<file path="src/hw/rtl/uartrm_pkg.sv">
// Shared types and constants for the 16550-style UART register block.
`default_nettype none
package uartrm_pkg;

   // Defaults and fixed sizes
   localparam int unsigned MAX_ACCESS_BYTES_DEFAULT = 4;
   localparam int unsigned QUEUE_DEPTH = 2;
   localparam int unsigned COUNT_W = 3;
   localparam logic [15:0] BASE_PORT_RESET = 16'd1016;

   // Request kinds
   typedef enum logic [1:0] {
      REQ_READ  = 2'd0,
      REQ_WRITE = 2'd1,
      REQ_RX    = 2'd2,
      REQ_NONE  = 2'd3
   } req_kind_type;

   // Result status codes
   localparam logic [1:0] ST_OK    = 2'd0;
   localparam logic [1:0] ST_SIZE  = 2'd1;
   localparam logic [1:0] ST_PORT  = 2'd2;
   localparam logic [1:0] ST_ROUTE = 2'd3;

   // Interrupt routing states
   localparam logic [1:0] ROUTE_UNMAPPED = 2'd1;
   localparam logic [1:0] ROUTE_OK       = 2'd2;

   // Interrupt identities
   localparam logic [3:0] ID_NONE = 4'h1;
   localparam logic [3:0] ID_THRE = 4'h2;
   localparam logic [3:0] ID_RDA  = 4'h4;
   localparam logic [3:0] IIR_NOFIFO_MASK = 4'hF;

   // Register offsets from the base port
   typedef enum logic [2:0] {
      OFF_DATA = 3'd0,
      OFF_IER  = 3'd1,
      OFF_IIR  = 3'd2,
      OFF_LCR  = 3'd3,
      OFF_MCR  = 3'd4,
      OFF_LSR  = 3'd5,
      OFF_MSR  = 3'd6,
      OFF_SCR  = 3'd7
   } reg_off_type;

   // Bit positions
   localparam int unsigned IER_RDA_BIT = 0;
   localparam int unsigned IER_THRE_BIT = 1;
   localparam int unsigned LCR_DLAB_BIT = 7;

   typedef struct packed {
      logic [1:0]  req_type;
      logic [15:0] port_address;
      logic [2:0]  byte_count;
      logic [31:0] write_data;
      logic [1:0]  irq_route;
   } req_payload_type;

   typedef struct packed {
      logic [7:0] read_data;
      logic [1:0] status;
      logic       irq_raise;
      logic       tx_valid;
      logic [7:0] tx_byte;
      logic       last;
   } rsp_payload_type;

   // Work handed from the front end to the result sequencer
   typedef struct packed {
      logic [7:0]         read_data;
      logic [1:0]         status;
      logic               irq_raise;
      logic               is_tx;
      logic [COUNT_W-1:0] count;
      logic [31:0]        data;
   } job_type;

endpackage
`default_nettype wire

</file>
<file path="src/hw/rtl/uartrm_front.sv">
// Front end: decodes each request, updates the register state, builds a job.
`default_nettype none
module uartrm_front #(
   parameter int unsigned MAX_ACCESS_BYTES = uartrm_pkg::MAX_ACCESS_BYTES_DEFAULT
) (
   input  wire                          clock,
   input  wire                          reset,
   input  wire                          csr_we,
   input  wire [15:0]                   csr_wdata,
   input  wire                          req_valid,
   output logic                         req_ready,
   input  wire uartrm_pkg::req_payload_type req_payload,
   input  wire                          queue_full,
   output logic                         push,
   output uartrm_pkg::job_type          push_job
);

   logic [15:0] base_ff;
   logic [7:0]  rx_ff, rx_in;
   logic        dr_ff, dr_in;
   logic        te_ff, te_in;
   logic [7:0]  ier_ff, ier_in;
   logic [7:0]  lcr_ff, lcr_in;
   logic [3:0]  pend_ff, pend_in;

   logic [15:0] off_full;
   logic [2:0]  off;
   logic        dlab;
   logic [7:0]  low;
   logic        size_ok;
   logic        try_raise;
   logic [3:0]  raise_id;
   logic [1:0]  st;
   logic [7:0]  rd;
   logic        raised;
   logic        is_tx;

   assign req_ready = !queue_full;
   assign push      = req_valid && req_ready;

   assign off_full = req_payload.port_address - base_ff;
   assign off      = off_full[2:0];
   assign dlab     = lcr_ff[uartrm_pkg::LCR_DLAB_BIT];
   assign low      = req_payload.write_data[7:0];
   assign size_ok  = (req_payload.byte_count >= 3'd1) &&
                     ({29'd0, req_payload.byte_count} <= 32'(MAX_ACCESS_BYTES));

   // Request decode and next register state
   always_comb begin
      rx_in     = rx_ff;
      dr_in     = dr_ff;
      te_in     = te_ff;
      ier_in    = ier_ff;
      lcr_in    = lcr_ff;
      pend_in   = pend_ff;
      st        = uartrm_pkg::ST_OK;
      rd        = 8'd0;
      raised    = 1'b0;
      is_tx     = 1'b0;
      try_raise = 1'b0;
      raise_id  = uartrm_pkg::ID_NONE;
      unique case (req_payload.req_type)
         uartrm_pkg::REQ_RX: begin
            rx_in     = low;
            dr_in     = 1'b1;
            try_raise = 1'b1;
         end
         uartrm_pkg::REQ_NONE: begin
         end
         uartrm_pkg::REQ_READ: begin
            if (off_full[15:3] != 13'd0) begin
               st = uartrm_pkg::ST_PORT;
            end else begin
               unique case (off)
                  uartrm_pkg::OFF_DATA: begin
                     rd    = rx_ff;
                     rx_in = 8'd0;
                     dr_in = 1'b0;
                     if ((pend_ff & uartrm_pkg::ID_RDA) != 4'd0) pend_in = uartrm_pkg::ID_NONE;
                     try_raise = 1'b1;
                  end
                  uartrm_pkg::OFF_IER: rd = ier_ff;
                  uartrm_pkg::OFF_IIR: begin
                     rd = {4'd0, pend_ff & uartrm_pkg::IIR_NOFIFO_MASK};
                     if ((pend_ff & uartrm_pkg::ID_THRE) != 4'd0) pend_in = uartrm_pkg::ID_NONE;
                  end
                  uartrm_pkg::OFF_LCR: rd = lcr_ff;
                  uartrm_pkg::OFF_LSR: rd = {2'b00, te_ff, 4'b0000, dr_ff};
                  default: rd = 8'd0;
               endcase
            end
         end
         default: begin
            // bus write
            if (off_full[15:3] != 13'd0) begin
               st = uartrm_pkg::ST_PORT;
            end else begin
               unique case (off)
                  uartrm_pkg::OFF_DATA: begin
                     if (dlab) begin
                        st = (req_payload.byte_count != 3'd1) ? uartrm_pkg::ST_SIZE
                                                              : uartrm_pkg::ST_OK;
                     end else if (!size_ok) begin
                        st = uartrm_pkg::ST_SIZE;
                     end else begin
                        is_tx = 1'b1;
                        te_in = 1'b1;
                        if ((pend_ff & uartrm_pkg::ID_THRE) != 4'd0) pend_in = uartrm_pkg::ID_NONE;
                        try_raise = 1'b1;
                     end
                  end
                  uartrm_pkg::OFF_IER: begin
                     if (req_payload.byte_count != 3'd1) begin
                        st = uartrm_pkg::ST_SIZE;
                     end else if (!dlab) begin
                        ier_in    = low;
                        try_raise = 1'b1;
                     end
                  end
                  uartrm_pkg::OFF_LCR: begin
                     if (req_payload.byte_count != 3'd1) st = uartrm_pkg::ST_SIZE;
                     else lcr_in = low;
                  end
                  default: begin
                  end
               endcase
            end
         end
      endcase

      // Interrupt raise on the updated state: receive first, then transmit-empty
      if (try_raise && pend_in == uartrm_pkg::ID_NONE) begin
         if (ier_in[uartrm_pkg::IER_RDA_BIT] && dr_in) raise_id = uartrm_pkg::ID_RDA;
         else if (ier_in[uartrm_pkg::IER_THRE_BIT] && te_in) raise_id = uartrm_pkg::ID_THRE;
         if (raise_id != uartrm_pkg::ID_NONE) begin
            if (req_payload.irq_route == uartrm_pkg::ROUTE_OK) begin
               pend_in = raise_id;
               raised  = 1'b1;
            end else if (req_payload.irq_route != uartrm_pkg::ROUTE_UNMAPPED) begin
               st = uartrm_pkg::ST_ROUTE;
            end
         end
      end
   end

   // Job for the back end
   always_comb begin
      push_job.read_data = rd;
      push_job.status    = st;
      push_job.irq_raise = raised;
      push_job.is_tx     = is_tx;
      push_job.count     = is_tx ? req_payload.byte_count : uartrm_pkg::COUNT_W'(1);
      push_job.data      = req_payload.write_data;
   end

   // Register state
   always_ff @(posedge clock) begin
      if (reset) begin
         base_ff <= uartrm_pkg::BASE_PORT_RESET;
         rx_ff   <= 8'd0;
         dr_ff   <= 1'b0;
         te_ff   <= 1'b1;
         ier_ff  <= 8'd0;
         lcr_ff  <= 8'd0;
         pend_ff <= uartrm_pkg::ID_NONE;
      end else begin
         if (csr_we) base_ff <= csr_wdata;
         if (push) begin
            rx_ff   <= rx_in;
            dr_ff   <= dr_in;
            te_ff   <= te_in;
            ier_ff  <= ier_in;
            lcr_ff  <= lcr_in;
            pend_ff <= pend_in;
         end
      end
   end

endmodule
`default_nettype wire

</file>
<file path="src/hw/rtl/uartrm_queue.sv">
// Short job queue between the front end and the result sequencer.
`default_nettype none
module uartrm_queue (
   input  wire                  clock,
   input  wire                  reset,
   input  wire                  push,
   input  wire uartrm_pkg::job_type push_job,
   output logic                 full,
   input  wire                  pop,
   output logic                 head_valid,
   output uartrm_pkg::job_type  head_job
);

   localparam int unsigned DEPTH = uartrm_pkg::QUEUE_DEPTH;
   localparam int unsigned PTR_W = (DEPTH > 1) ? $clog2(DEPTH) : 1;
   localparam int unsigned CNT_W = $clog2(DEPTH + 1);

   uartrm_pkg::job_type mem [DEPTH];
   logic [PTR_W-1:0] wr_ptr_ff, wr_ptr_in;
   logic [PTR_W-1:0] rd_ptr_ff, rd_ptr_in;
   logic [CNT_W-1:0] count_ff, count_in;

   assign full       = (count_ff == CNT_W'(DEPTH));
   assign head_valid = (count_ff != '0);
   assign head_job   = mem[rd_ptr_ff];

   // Pointer and fill-count update
   always_comb begin
      wr_ptr_in = wr_ptr_ff;
      rd_ptr_in = rd_ptr_ff;
      count_in  = count_ff;
      if (push) begin
         wr_ptr_in = (wr_ptr_ff == PTR_W'(DEPTH - 1)) ? '0 : wr_ptr_ff + 1'b1;
      end
      if (pop) begin
         rd_ptr_in = (rd_ptr_ff == PTR_W'(DEPTH - 1)) ? '0 : rd_ptr_ff + 1'b1;
      end
      if (push && !pop) count_in = count_ff + 1'b1;
      else if (pop && !push) count_in = count_ff - 1'b1;
   end

   always_ff @(posedge clock) begin
      if (reset) begin
         wr_ptr_ff <= '0;
         rd_ptr_ff <= '0;
         count_ff  <= '0;
      end else begin
         wr_ptr_ff <= wr_ptr_in;
         rd_ptr_ff <= rd_ptr_in;
         count_ff  <= count_in;
      end
   end

   // Storage
   always_ff @(posedge clock) begin
      if (push) mem[wr_ptr_ff] <= push_job;
   end

endmodule
`default_nettype wire

</file>
<file path="src/hw/rtl/uartrm_back.sv">
// Result sequencer: expands each job into one or more registered results.
`default_nettype none
module uartrm_back (
   input  wire                          clock,
   input  wire                          reset,
   input  wire                          head_valid,
   input  wire uartrm_pkg::job_type     head_job,
   output logic                         pop,
   output logic                         rsp_valid,
   input  wire                          rsp_ready,
   output uartrm_pkg::rsp_payload_type  rsp_payload
);

   logic [uartrm_pkg::COUNT_W-2:0] idx_ff, idx_in;
   logic                           rsp_valid_ff, rsp_valid_in;
   uartrm_pkg::rsp_payload_type    rsp_ff, rsp_in;
   logic                           load;
   logic                           is_last;

   assign load    = !rsp_valid_ff || rsp_ready;
   assign is_last = ({1'b0, idx_ff} + 1'b1) == head_job.count || !head_job.is_tx;
   assign pop     = load && head_valid && is_last;

   assign rsp_valid   = rsp_valid_ff;
   assign rsp_payload = rsp_ff;

   // Next result from the head job
   always_comb begin
      idx_in       = idx_ff;
      rsp_valid_in = rsp_valid_ff;
      rsp_in       = rsp_ff;
      if (load) begin
         rsp_valid_in = head_valid;
         if (head_valid) begin
            rsp_in.last = is_last;
            if (head_job.is_tx) begin
               rsp_in.read_data = 8'd0;
               rsp_in.status    = is_last ? head_job.status : uartrm_pkg::ST_OK;
               rsp_in.irq_raise = is_last && head_job.irq_raise;
               rsp_in.tx_valid  = 1'b1;
               rsp_in.tx_byte   = head_job.data[{idx_ff, 3'b000} +: 8];
            end else begin
               rsp_in.read_data = head_job.read_data;
               rsp_in.status    = head_job.status;
               rsp_in.irq_raise = head_job.irq_raise;
               rsp_in.tx_valid  = 1'b0;
               rsp_in.tx_byte   = 8'd0;
            end
            idx_in = is_last ? '0 : idx_ff + 1'b1;
         end
      end
   end

   always_ff @(posedge clock) begin
      if (reset) begin
         idx_ff       <= '0;
         rsp_valid_ff <= 1'b0;
      end else begin
         idx_ff       <= idx_in;
         rsp_valid_ff <= rsp_valid_in;
      end
   end

   // Output payload register
   always_ff @(posedge clock) begin
      rsp_ff <= rsp_in;
   end

endmodule
`default_nettype wire

</file>
<file path="src/hw/rtl/uart_16550_register_model_core.sv">
// UART register model: request decode, two-entry job queue, result output register.
// Flow: a request's job is written into the job queue when the request transfers; its first
// result is then loaded from the queue head into the output register once that register is free.
// Throughput: one result per cycle while rsp_ready allows; a transmitted data write of n bytes
// yields n results, one per byte, other requests one. Requests transfer every cycle while the job queue has room.
// Reset (synchronous, active high) restores base port 1016, transmit empty, no pending interrupt,
// and empties the queue and output register.
`default_nettype none
module uart_16550_register_model_core #(
   parameter int unsigned MAX_ACCESS_BYTES = uartrm_pkg::MAX_ACCESS_BYTES_DEFAULT
) (
   input  wire                          clock,
   input  wire                          reset,
   input  wire                          csr_we,
   input  wire [15:0]                   csr_wdata,
   input  wire                          req_valid,
   output logic                         req_ready,
   input  wire uartrm_pkg::req_payload_type req_payload,
   output logic                         rsp_valid,
   input  wire                          rsp_ready,
   output uartrm_pkg::rsp_payload_type  rsp_payload
);

   logic                queue_full;
   logic                push;
   uartrm_pkg::job_type push_job;
   logic                pop;
   logic                head_valid;
   uartrm_pkg::job_type head_job;

   // Decode and register state
   uartrm_front #(
      .MAX_ACCESS_BYTES(MAX_ACCESS_BYTES)
   ) u_front (
      .clock      (clock),
      .reset      (reset),
      .csr_we     (csr_we),
      .csr_wdata  (csr_wdata),
      .req_valid  (req_valid),
      .req_ready  (req_ready),
      .req_payload(req_payload),
      .queue_full (queue_full),
      .push       (push),
      .push_job   (push_job)
   );

   // Job queue
   uartrm_queue u_queue (
      .clock     (clock),
      .reset     (reset),
      .push      (push),
      .push_job  (push_job),
      .full      (queue_full),
      .pop       (pop),
      .head_valid(head_valid),
      .head_job  (head_job)
   );

   // Result sequencing
   uartrm_back u_back (
      .clock      (clock),
      .reset      (reset),
      .head_valid (head_valid),
      .head_job   (head_job),
      .pop        (pop),
      .rsp_valid  (rsp_valid),
      .rsp_ready  (rsp_ready),
      .rsp_payload(rsp_payload)
   );

endmodule
`default_nettype wire

</file>
<file path="config.mk">
export PLATFORM = sky130hd
export DESIGN_NAME = uart_16550_register_model_core
export DESIGN_NICKNAME = d
export VERILOG_FILES = /design/src/hw/rtl/uartrm_pkg.sv /design/src/hw/rtl/uartrm_front.sv /design/src/hw/rtl/uartrm_queue.sv /design/src/hw/rtl/uartrm_back.sv /design/src/hw/rtl/uart_16550_register_model_core.sv
export SDC_FILE = /design/constraint.sdc
export NUM_CORES = 1
export LEC_CHECK = 0
export BUFFER_PORTS_ARGS = -buffer_cell sky130_fd_sc_hd__buf_4
export CORE_MARGIN = 2
export CORE_UTILIZATION = 53
export DETAILED_ROUTE_END_ITERATION = 10
export MAX_ROUTING_LAYER = met4
export PLACE_DENSITY = 0.78
export SLEW_MARGIN = 20
export SYNTH_ARGS = -nofsm -noshare
export SYNTH_HDL_FRONTEND = slang
export SYNTH_HIERARCHICAL = 1
export SYNTH_SLANG_ARGS = --single-unit
</file>
<file path="constraint.sdc">
create_clock -name clock -period 3.97 [get_ports clock]
set_input_delay 0.794 -clock clock [delete_from_list [all_inputs] [get_ports clock]]
set_output_delay 0.794 -clock clock [all_outputs]
set_load 0.02 [all_outputs]
</file>
==> flow_summary.json <==
{
  "status": "finished, final reports clean",
  "cts_tree": "done",
  "cp-start-kind": "input pin",
  "layout.nets": 920,
  "use_met2": 0.3816,
  "cp_max_fo": 3,
  "first_pass_iters": 5,
  "met1_usage": 0.2636,
  "max-vdd-ir-drop_v": 0.0003087,
  "numCtsBuffers": 17,
  "finalWirelength_mm": 17.76,
  "critPathArrivalTime_ns": 4.03,
  "synth_largest_area_cell": "edfxtp_1",
  "wl_per_cell_um": 16.83,
  "grt_pass1_wl_mm": 28.17,
  "grt_pass1_vias": 5762,
  "cts_sinks": 169,
  "timing.fmax_mhz": 259.2,
  "p_leak_nw": 4.018,
  "placed_area_mm2": 0.009598,
  "crit_type": "in2reg",
  "met3_usage": 0.04756,
  "cpMostUsedCell": "mux2i_1",
  "tightest_slew_ns": 0.8171,
  "die_area_mm2": 0.01696,
  "fp.dieW_um": 130.2,
  "hold_class": "reg2reg",
  "grt_overflow": 0,
  "grt_max_degree": 49,
  "core_area_mm2": 0.01571,
  "min_period_over_period": 0.9720,
  "drive_above_1_share": 0.3421,
  "setup_violations": 0,
  "syn_area_mm2": 0.008444,
  "die_y_um": 130.2,
  "yosysSeqAreaShare": 0.5370,
  "dpl.hpwl_mm": 12.86,
  "synth_top_cell_area_share": 0.4089,
  "num_vias": 5779,
  "fin_crit_ns": 3.859,
  "synthTopCellsByArea": "edfxtp_1, dfxtp_1, mux2_2",
  "yosys_warnings": 6,
  "crit_required_ns": 4.14,
  "skew_ns": 0.009528,
  "crit_chain": "buf_8, inv_8, ha_4, fa_2, nand2b_4, a211o_1, o21a_1, mux2i_1, or4b_4, a2111oi_4, buf_4, mux2i_1, nor2_1, nor2_2, nor4_4, o21bai_4",
  "antenna_found_initial": 0,
  "initial_core_util": 0.5374,
  "synth.most_common_cell": "edfxtp_1",
  "yosysUniqueCellTypes": 75,
  "antenna-diode-count": 0,
  "pin_count": 99,
  "rsz0062_at_grt": "true",
  "synthArstFlopShare": 0,
  "critPathSlowestCell": "or4b_4",
  "clock_path_buffers": 2,
  "busiest_layer": "met2",
  "finalInstanceArea_mm2": 0.01022,
  "syn_inst": 704,
  "clk_pin_slew_worst_paths_ns": 0.06,
  "cpLargestDelayFamily": "compound AO/OA/AOI/OAI gates",
  "maxSlewViolCount": 0,
  "path_buf_inv": 3,
  "clk-insertion-delay-late_ns": 0.42,
  "h-tree-depth": 4,
  "hold_viol": 0,
  "power_mw": 5.412,
  "port_buffers": 98,
  "slew_headroom": 0.4553,
  "drt_iter0_drc": 345,
  "ys_ff_latch": 169,
  "synth_edf_count": 115,
  "dp_slack_ns": -0.4941,
  "layout_setup_ws_ns": 0.1112,
  "synth_top_cells_by_count": "edfxtp_1, nor2_1, dfxtp_1",
  "crit_path_end_kind": "flip-flop",
  "gp_congestion": 0.8802,
  "ant_nets": 0,
  "nFillCells": 1204,
  "cts_root_buf": "clkbuf_16",
  "vias_per_cell": 5.478,
  "drt_drc_violations_left": 0,
  "critical_path.max_stage_delay_ns": 0.50,
  "drv_cap": 0,
  "num_rows": 46,
  "synthToLayoutAreaGrowth_pct": 21.08,
  "hold_buffers": 0,
  "p_per_area_mw_per_mm2": 529.3,
  "synth_flop_cell": "edfxtp_1",
  "synth_nets": 798,
  "fin_setup_tns_ns": 0,
  "synth_area_per_cell_um2": 11.99,
  "grt.total_usage": 0.2230
}
[stage by stage]
step | utilization | std cells | hold slack, ns
4_1_cts | 0.6480 | 1051 | 0.4907
3_3_place_gp | 0.6108 | 1019 | 0.4363
6_report | 0.6507 | 1055 | 0.4896
3_5_place_dp | 0.6108 | 1019 | 0.4769
5_1_grt | 0.6507 | 1055 | 0.5037
2_1_floorplan | - | 704 | 0.4289
[path summary, 6_finish.rpt]
| kind | from | end | slack, ns | cells after the start |
|---|---|---|---|---|
| worst max-delay path | req_payload[37] | u_queue/mem[0][38] | 0.11 | 16 |
| worst min-delay path | u_front/base_ff[5] | u_front/base_ff[5] | 0.49 | 2 |
| worst max register to register | u_front/base_ff[0] | u_queue/mem[0][38] | 0.23 | 14 |
| worst min register to register | u_front/base_ff[5] | u_front/base_ff[5] | 0.49 | 2 |
[placed cells by master (no fill, tap or decap), types with 4 or more instances in the layout]
master / count
clkinv_4: 4
and2_1: 19
nor3_1: 7
mux2_2: 49
mux2i_1: 32
clkbuf_16: 18
buf_4: 160
nor2b_1: 22
inv_1: 31
or3_1: 4
a31oi_1: 13
a211oi_1: 5
nand2_1: 29
mux4_2: 11
o21ai_0: 14
xor2_1: 9
a21o_1: 8
o211ai_1: 9
a21oi_1: 25
dfxtp_1: 53
edfxtp_1: 115
nor2_1: 69
ha_1: 16
nand3_1: 12
nand2b_1: 10
xnor2_1: 6
[where the power goes]
part	switching, mW	internal [mW]	total, mW
clock	0.682	0.866	1.55
combinational	0.823	0.714	1.54
sequential	0.0878	2.24	2.33
total	1.59	3.82	5.41
[worst register-to-register path, stage by stage (launching register included)]
cell and delay (ns):
dfxtp_1 0.34, ha_4 0.17, fa_2 0.34, nand2b_4 0.15, a211o_1 0.30, o21a_1 0.21, mux2i_1 0.18, or4b_4 0.50
a2111oi_4 0.38, buf_4 0.19, mux2i_1 0.17, nor2_1 0.08, nor2_2 0.20, nor4_4 0.08, o21bai_4 0.19
[cells by family (layout without fill, tap and decap cells)]
| group | after synthesis | in the layout | synth area share |
|---|---|---|---|
| DFF | 169 | 169 | 0.5370 |
| buffers and inverters | 93 | 228 | 0.06149 |
| xor gates and xnor gates | 15 | 15 | 0.01556 |
| muxes | 94 | 94 | 0.1353 |
| and+or+nand+nor | 201 | 201 | 0.1264 |
| AOI/OAI and AO/OA | 114 | 114 | 0.09676 |
| adders and majority gates | 18 | 18 | 0.02756 |
[final cells by class]
type / instances / area, um^2 / area share
flip-flops and latches: 169 / 4536 / 0.4436
multi-input cells: 442 / 3472 / 0.3396
repair buffers: 163 / 1256 / 0.1229
clock buffers: 22 / 475.5 / 0.04650
well taps: 216 / 270.3 / 0.02643
inverters: 33 / 131.4 / 0.01285
clock inverters: 10 / 83.83 / 0.008199
[layer usage]
| metal | share of wire | wire (um) |
|---|---|---|
| met5 | 0 | 0 |
| met1 | 0.42 | 7521 |
| met3 | 0.037 | 653 |
| met2 | 0.52 | 9270 |
| met4 | 0.017 | 310 |
[flip-flops by register name, indices dropped and copies added (netlist names), named ones only]
| register | count |
|---|---|
| u_back/rsp_valid | 1 |
| u_back/rsp_payload | 21 |
| u_front/dr_ff | 1 |
| u_back/idx_ff | 2 |
| u_front/lcr_ff | 8 |
| u_queue/mem | 94 |
| u_front/rx_ff | 8 |
| u_queue/wr_ptr_ff | 1 |
| u_front/pend_ff | 4 |
| u_front/base_ff | 16 |
| u_queue/rd_ptr_ff | 1 |
| u_queue/count_ff | 2 |
| u_front/te_ff | 1 |
| u_front/ier_ff | 8 |
[what timing repair did]
action                                  CTS  global route
pin swaps                                 2             7
endpoints found under the setup margin    2            18
gates resized for setup                   3             3
buffers inserted                          0             4
Note: power is estimated with default switching activity, not from simulation.
